<file path="config.mk">
export PLATFORM = sky130hd
export DESIGN_NAME = aplq_sqrt_chain
export DESIGN_NICKNAME = d
export VERILOG_FILES = /design/src/hdl/aplq_pkg.sv /design/src/hdl/aplq_sqrt_cell.sv /design/src/hdl/aplq_sqrt_chain.sv
export SDC_FILE = /design/constraint.sdc
export NUM_CORES = 2
export LEC_CHECK = 0
export ABC_AREA = 0
export ABC_CLOCK_PERIOD_IN_PS = 5700
export BUFFER_PORTS_ARGS = -buffer_cell sky130_fd_sc_hd__buf_2
export CAP_MARGIN = 20
export CORE_AREA = 2 2 832 834
export CTS_CLUSTER_SIZE = 28
export DETAILED_ROUTE_END_ITERATION = 6
export DIE_AREA = 0 0 834 836
export GPL_ROUTABILITY_DRIVEN = 0
export PLACE_DENSITY = 0.47
export SLEW_MARGIN = 10
export SYNTH_ARGS = -nofsm -noshare
export SYNTH_HDL_FRONTEND = slang
export SYNTH_SLANG_ARGS = --single-unit
</file>
<file path="constraint.sdc">
create_clock -name clk -period 5.7 [get_ports clk]
set_input_delay 0.57 -clock clk [delete_from_list [all_inputs] [get_ports clk]]
set_output_delay 0.57 -clock clk [all_outputs]
set_load 0.01 [all_outputs]
</file>
<file path="src/hdl/aplq_pkg.sv">
package aplq_pkg;

    localparam int SAMPLE_W = 32;
    localparam int GAIN_W   = 32;
    localparam int PROD_W   = 64;
    localparam int KEEP_W   = 52;   // product bits below the saturation limit
    localparam int RAD_W    = 64;
    localparam int ROOT_W   = 32;
    localparam int REM_W    = 36;
    localparam int STEPS    = RAD_W / 2;
    localparam int R1_W     = 26;   // root of a 52-bit product
    localparam int HI_W     = KEEP_W - 32;
    localparam int OFF_W    = 16;
    localparam int Q_W      = 16;
    localparam logic [16:0] QMAX_MAG = 17'd32767;
    localparam logic [OFF_W-1:0] OFFSET_RESET = 16'd26568;

    typedef struct packed {
        logic              neg;
        logic              last;
        logic              sat;
        logic [KEEP_W-1:0] keep;
    } side_t;

    typedef struct packed {
        logic [REM_W-1:0]  rem;
        logic [ROOT_W-1:0] root;
        logic [RAD_W-1:0]  x;
        side_t             side;
    } sq_t;

endpackage

</file>
<file path="src/hdl/aplq_sqrt_cell.sv">
module aplq_sqrt_cell (
    input  logic         clk,
    input  logic         rst_n,
    input  logic         en,
    input  logic         valid_in,
    input  aplq_pkg::sq_t data_in,
    output logic         valid_out,
    output aplq_pkg::sq_t data_out
);
    import aplq_pkg::*;

    logic             valid_reg;
    sq_t              data_reg;
    sq_t              data_next;
    logic [REM_W-1:0] rem_sh;
    logic [REM_W-1:0] trial;
    logic             ge;

    // one restoring step: bring down two radicand bits, try root*4+1
    always_comb
    begin
        rem_sh = {data_in.rem[REM_W-3:0], data_in.x[RAD_W-1 -: 2]};
        trial  = {{(REM_W-ROOT_W-2){1'b0}}, data_in.root, 2'b01};
        ge     = (rem_sh >= trial);
        data_next      = data_in;
        data_next.rem  = ge ? (rem_sh - trial) : rem_sh;
        data_next.root = {data_in.root[ROOT_W-2:0], ge};
        data_next.x    = {data_in.x[RAD_W-3:0], 2'b00};
    end

    always_ff @(posedge clk or negedge rst_n)
    begin
        if (!rst_n)
        begin
            valid_reg <= 1'b0;
        end
        else if (en)
        begin
            valid_reg <= valid_in;
        end
    end

    always_ff @(posedge clk)
    begin
        if (en)
        begin
            data_reg <= data_next;
        end
    end

    assign valid_out = valid_reg;
    assign data_out  = data_reg;

endmodule

</file>
<file path="src/hdl/aplq_sqrt_chain.sv">
module aplq_sqrt_chain (
    input  logic                           clk,
    input  logic                           rst_n,
    input  logic                           en,
    input  logic                           valid_in,
    input  logic [aplq_pkg::RAD_W-1:0]     rad_in,
    input  aplq_pkg::side_t                side_in,
    output logic                           valid_out,
    output logic [aplq_pkg::ROOT_W-1:0]    root_out,
    output aplq_pkg::side_t                side_out
);
    import aplq_pkg::*;

    logic valid_w [0:STEPS];
    sq_t  data_w  [0:STEPS];

    assign valid_w[0]     = valid_in;
    assign data_w[0].rem  = '0;
    assign data_w[0].root = '0;
    assign data_w[0].x    = rad_in;
    assign data_w[0].side = side_in;

    genvar k;
    generate
        for (k = 0; k < STEPS; k++)
        begin : g_cell
            aplq_sqrt_cell u_cell (
                .clk       (clk),
                .rst_n     (rst_n),
                .en        (en),
                .valid_in  (valid_w[k]),
                .data_in   (data_w[k]),
                .valid_out (valid_w[k+1]),
                .data_out  (data_w[k+1])
            );
        end
    endgenerate

    assign valid_out = valid_w[STEPS];
    assign root_out  = data_w[STEPS].root;
    assign side_out  = data_w[STEPS].side;

endmodule

</file>
# == Word level (Yosys, flattened, before mapping) ==
# Index checks and enable logic that the tools add are counted.
# word_totals
ff_bits,4335
latch_bits,0
ram_bits,0
rom_bits,0
input_bits,123
out_inout_bits,88
n_memories,0
# op_classes
n_addsub,31
n_mul,0
div,0
order_cmp,32
eq_ne,0
n_shift,0
muxes,31
n_bitwise,0
reduce_logical,0
# ops
cell,count
34-bit two-way mux,30
36-bit by 10-bit >= comparator with 1-bit output,1
36-bit by 11-bit >= comparator with 1-bit output,1
36-bit by 12-bit >= comparator with 1-bit output,1
36-bit by 13-bit >= comparator with 1-bit output,1
36-bit by 14-bit >= comparator with 1-bit output,1
36-bit by 15-bit >= comparator with 1-bit output,1
36-bit by 16-bit >= comparator with 1-bit output,1
36-bit by 17-bit >= comparator with 1-bit output,1
36-bit by 18-bit >= comparator with 1-bit output,1
36-bit by 19-bit >= comparator with 1-bit output,1
36-bit by 20-bit >= comparator with 1-bit output,1
36-bit by 21-bit >= comparator with 1-bit output,1
36-bit by 22-bit >= comparator with 1-bit output,1
36-bit by 23-bit >= comparator with 1-bit output,1
36-bit by 24-bit >= comparator with 1-bit output,1
36-bit by 25-bit >= comparator with 1-bit output,1
36-bit by 26-bit >= comparator with 1-bit output,1
36-bit by 27-bit >= comparator with 1-bit output,1
36-bit by 28-bit >= comparator with 1-bit output,1
36-bit by 29-bit >= comparator with 1-bit output,1
36-bit by 3-bit >= comparator with 1-bit output,1
36-bit by 30-bit >= comparator with 1-bit output,1
36-bit by 31-bit >= comparator with 1-bit output,1
other kinds (41),41

# == Depth between registers and ports, before layout ==
# depth
ltp_word,2
ltp_mapped,14
mapped_depth_nobuf,12

# == By module ==
# A second synthesis with hierarchy kept.
# hier_totals
hier_cells,18342
hier_area_um2,258594.3
# modules_own_cells
module,instances,cells_each,area_each_um2,seq_area_each_um2
aplq_sqrt_cell (g_cell[22].u_cell ...),18,583,8059.0,5580.4
aplq_sqrt_cell (g_cell[0].u_cell ...),13,559,8105.3,5580.4
aplq_sqrt_cell (g_cell[21].u_cell),1,580,8160.3,5580.4
aplq_sqrt_chain,1,1,3.8,0.0

# == Least setup slack after synthesis ==
# Ideal clock, no wire load.
# synth_timing
kind,register -> register
from,register g_cell[13].u_cell.data_reg (netlist bit g_cell[13].u_cell.data_out[171])
to,"register g_cell[14].u_cell.data_reg (netlist bit g_cell[14].u_cell.data_out[174]), data pin"
setup_ns,0.271
t_arrival_ns,3.439
slack_ns,1.990
path_stages_with_launch,11
path_buffers,1
cell_sequence,edfxtp_1 or4_1 or3_4 or4_4 or4_4 or4b_4 a311oi_4 or4_1 buf_4 nor4_1 xor2_1
# synth_lines
element,line_no,rtl
from (decl),aplq_sqrt_cell.sv:13,sq_t data_reg;
from (signal assigned),aplq_sqrt_cell.sv:47,data_reg <= data_next;
to (signal assigned),aplq_sqrt_cell.sv:47,
to (decl),aplq_sqrt_cell.sv:13,

==> key figures <==
Critical path
  • CP Data Required Time: 6.43 ns
  • Slowest stage delay, CP: 1.05 ns
  • Most frequent CP cell: a2111oi_0
  • Peak fanout along the critical path: 4
  • Setup slack, reg-to-reg: 1.44 ns
  • R2R Path End: g_cell[23].u_cell.data_out[176]$_DFFE_PP_
  • R2R cell count: 11
  • Slowest-stage cell, CP: a2111oi_0
  • Critical path type: flip-flop to flip-flop
  • CP arrival: 4.98 ns
  • CP cell instances: inv_1 > ha_1 > o21a_1 > a2bb2oi_1 > a2111oi_0 > o311ai_0 > a22oi_1 > o21ai_0 > nor2b_1 > a2111oi_0 > xnor2_1
  • Crit path launch type: flip-flop
  • FF-to-FF Start: g_cell[22].u_cell.data_out[120]$_DFFE_PP_
  • Crit. End Element: flip-flop

Synthesis
  • Cell Area, Synth: 0.172 mm^2
  • Asr flop ratio synth: 0.742%
  • EDFF count, synth: 4,283
  • YS warnings: 0
  • Mux contribution to synthesized area: 0.825%
  • Seq/Total Area, Yosys: 75.4%
  • Main synth FF type: edfxtp_1
  • Syn_nets: 11,593
  • Post-Synth XOR/XNOR Area: 4.36%
  • Synth Area in Compound Gates: 6.47%
  • Count of cell types in the netlist: 84
  • Largest family of logic cells by synthesized area: simple AND/OR/NAND/NOR gates
  • Synthesized area per cell: 15.7 um^2
  • Post-synthesis register bit count: 4,315
  • Post-synthesis simple-gate area fraction: 6.59%
  • Adder-cell share of the synthesized area: 4.10%
  • Cell count after synthesis: 10,908

Place
  • Port Buffer Count: 210
  • Post-DP HPWL: 190 mm
  • Area post-placement: 0.184 mm^2
  • Placed Cells incl. Taps: 20,167

STA
  • Crit path time final: 4.26 ns
  • Final Setup Violations: 0
  • Fmax: 235 MHz
  • Final clock skew: 0.0981 ns
  • Unrepaired setup endpoints after global routing: no
  • Actual slew at the worst max-slew pin: 1.16 ns
  • Sum Neg Setup Slack: 0 ns
  • Max Slew Vio Count: 0
  • Fin crit share: 74.7%
  • Hold_ws: 0.243 ns
  • Slew HR: 20.7%
  • Hold Fails Final Rpt: 0

Detailed routing
  • Starting DRT DRC Count: 5,270
  • Via count: 85,221
  • Drt drc: 3
  • Total wire length: 295 mm
  • Vias per cell: 4.02
  • First-pass DRT Iterations: 7
  • Drt wl/cell: 13.9 um
  • Final antenna-violating net count: 0

Global route
  • Vias in the first global route: 85,853
  • Wire length of the first global-routing pass: 469 mm
  • Largest net degree at the start of global routing: 171
  • Initial antenna violation count: 4
  • GRT Residual Overflow: 0
  • Total Routing Usage GR: 8.14%

Cells and area
  • Layout cells sized above 1: 10.3%
  • # fillers: 68,220
  • NumNets Final: 12,256
  • Final instance area: 0.201 mm^2
  • Layout Cells excl Fill: 21,189
  • Area grow syn2layout: 17.3%
  • Final design utilization: 29.3%

CTS
  • CTS H-tree depth: 5
  • Clock sink count: 4,315
  • CTS Buffer Depth: 4
  • Skew-Pair Late Insertion Delay: 1.02 ns
  • Clock transition at the registers of the reported paths: 0.06 ns
  • TritonCTS Buffers: 485
  • Setup Buffers After CTS: 0
  • TritonCTS clock tree: yes
  • Clock root buffer: clkbuf_16

Power
  • Leak: 72.3 nW
  • Power per cell area: 406 mW/mm^2
  • Worst vdd ir: 0.000295 V

Floorplan
  • Die width: 834 um
  • Row cnt: 305
  • DIE AREA: 0.697 mm^2
  • Initial core utilization: 25.0%
  • Core Region: 0.688 mm^2
  • Io pins: 211
  • Die H: 836 um

Run
  • Max cap viols: 0

Min path
  • Hold EP: g_cell[0].u_cell.data_out[15]$_DFFE_PP_
  • Hold Path Class: input pin to flip-flop
  • Hold path depth: 2
  • Min-delay src: side_in[15]

Run status
  • Failing checks: DRC
  • Status: complete, but fails checks
==> stage by stage <==
stage          worst slack, ns  power, W
2_1_floorplan             1.99    0.0484
3_3_place_gp              1.46    0.0517
3_5_place_dp              1.44    0.0518
4_1_cts                   1.42    0.0834
5_1_grt                   1.24    0.0862
6_report                  1.44    0.0818
==> synth_stat cells (21+ instances only) <==
cell type | number | area (um^2)
or4_1 | 73 | 548
or3_1 | 94 | 588
edfxtp_1 | 4283 | 129000
clkbuf_1 | 164 | 616
nand2_1 | 519 | 1950
o21bai_1 | 46 | 345
o211ai_1 | 35 | 263
or2_2 | 59 | 369
buf_4 | 88 | 661
inv_1 | 691 | 2590
nor2_1 | 664 | 2490
mux2_2 | 116 | 1310
nand3_1 | 160 | 801
o21a_1 | 80 | 601
o21ai_0 | 372 | 1860
nor2b_1 | 76 | 475
and3_1 | 51 | 319
ha_1 | 562 | 7030
nor4_1 | 108 | 676
a21o_1 | 232 | 1740
a31oi_1 | 49 | 307
xnor2_1 | 408 | 3570
nand2b_1 | 89 | 557
a21oi_1 | 640 | 3200
nand4_1 | 98 | 613
dfrtp_1 | 32 | 801
nor3b_1 | 21 | 158
a211oi_1 | 57 | 428
xor2_1 | 446 | 3910
o31ai_1 | 51 | 383
nor3_1 | 200 | 1000
==> state kept, by name (all words and copies together), names as in the netlist <==
signal	count
g_cell.u_cell.data_out	4283
g_cell.u_cell.valid_out	32
==> how the worst max path moves through the flow <==
stage | depth (start not counted) | end | start | slack (ns)
6_report | 11 | g_cell[23].u_cell.data_out[176]$_DFFE_PP_ | g_cell[22].u_cell.data_out[120]$_DFFE_PP_ | 1.44
5_1_grt | 10 | g_cell[14].u_cell.data_out[174]$_DFFE_PP_ | g_cell[13].u_cell.data_out[169]$_DFFE_PP_ | 1.24
4_1_cts | 10 | g_cell[14].u_cell.data_out[176]$_DFFE_PP_ | g_cell[13].u_cell.data_out[169]$_DFFE_PP_ | 1.42
3_5_place_dp | 10 | g_cell[14].u_cell.data_out[176]$_DFFE_PP_ | g_cell[13].u_cell.data_out[169]$_DFFE_PP_ | 1.44
3_3_place_gp | 10 | g_cell[14].u_cell.data_out[174]$_DFFE_PP_ | g_cell[13].u_cell.data_out[171]$_DFFE_PP_ | 1.46
2_1_floorplan | 10 | g_cell[14].u_cell.data_out[174]$_DFFE_PP_ | g_cell[13].u_cell.data_out[171]$_DFFE_PP_ | 1.99
==> timing repair <==
action | in CTS | in global routing
endpoints found under the hold margin | 153 | 0
hold buffers | 124 | 0
gates resized for setup | 0 | 0
==> layer usage <==
metal / global-route usage [%] / part of all wire [%]
met3: 1.69 / 4.3
met2: 13.8 / 48
met1: 10.0 / 43
met4: 3.47 / 4.3
met5: 0 / 0
==> power by group <==
group	switching (W)	internal (W)	leakage [nW]
Sequential	0.00158	0.0389	41.9
Clock	0.0128	0.0179	7.63
Combinational	0.00613	0.00463	22.7
Total	0.0205	0.0613	72.3
==> kinds of logic (layout without fill, tap and decap cells) <==
family / after synthesis / count (layout)
AOI/OAI and AO/OA: 1784 / 1784
xor gates and xnor gates: 854 / 854
adders and majority gates: 562 / 562
buffers and inverters: 961 / 2029
DFF: 4315 / 4315
muxes: 127 / 127
other: 1 / 4
and+or+nand+nor: 2304 / 2304
==> worst max-delay path: cells and delay by family, from the launching register on <==
family | cells | cell delay [ns]
DFF | 1 | 0.35
adders and majority gates | 1 | 0.34
and+or+nand+nor | 1 | 0.22
buffers and inverters | 1 | 0.05
AOI/OAI and AO/OA | 7 | 2.88
xor gates and xnor gates | 1 | 0.11
==> cell usage in the layout, fill, tap and decap left out, types with 21 or more instances in the layout <==
| master | Yosys | final |
|---|---|---|
| edfxtp_1 | 4283 | 4283 |
| inv_1 | 691 | 691 |
| nor2_1 | 664 | 664 |
| a21oi_1 | 640 | 640 |
| ha_1 | 562 | 562 |
| nand2_1 | 519 | 519 |
| clkbuf_16 | 0 | 488 |
| xor2_1 | 446 | 446 |
| xnor2_1 | 408 | 408 |
| o21ai_0 | 372 | 372 |
| a21o_1 | 232 | 232 |
| buf_2 | 4 | 210 |
| nor3_1 | 200 | 198 |
| nand3_1 | 160 | 159 |
| dlygate4sd3_1 | 0 | 123 |
| mux2_2 | 116 | 116 |
| clkinv_1 | 2 | 114 |
| nor4_1 | 108 | 108 |
| nand4_1 | 98 | 98 |
| or3_1 | 94 | 94 |
| clkbuf_1 | 164 | 90 |
| nand2b_1 | 89 | 89 |
| clkinv_2 | 0 | 83 |
| o21a_1 | 80 | 80 |
| nor2b_1 | 76 | 76 |
| or4_1 | 73 | 73 |
| buf_4 | 88 | 71 |
| or2_2 | 59 | 59 |
| a211oi_1 | 57 | 55 |
| and3_1 | 51 | 51 |
| o31ai_1 | 51 | 50 |
| a31oi_1 | 49 | 48 |
| bufinv_16 | 0 | 47 |
| o21bai_1 | 46 | 46 |
| buf_12 | 0 | 38 |
| o211ai_1 | 35 | 35 |
| dfrtp_1 | 32 | 32 |
| clkinvlp_4 | 0 | 23 |
| nor3b_1 | 21 | 21 |
==> layout make-up <==
class / count / area [um^2] / share of cell area [%]
inverter: 693 / 2600 / 1.29
sequential: 4315 / 129000 / 64.3
clock buffer: 581 / 12600 / 6.25
antenna: 3 / 7.51 / 0.00373
timing repair buffer: 444 / 3600 / 1.79
clock inverter: 311 / 3170 / 1.58
multi-input combinational: 5632 / 38500 / 19.1
tap: 9210 / 11500 / 5.72
No activity file was read; power rests on OpenSTA's default activity.
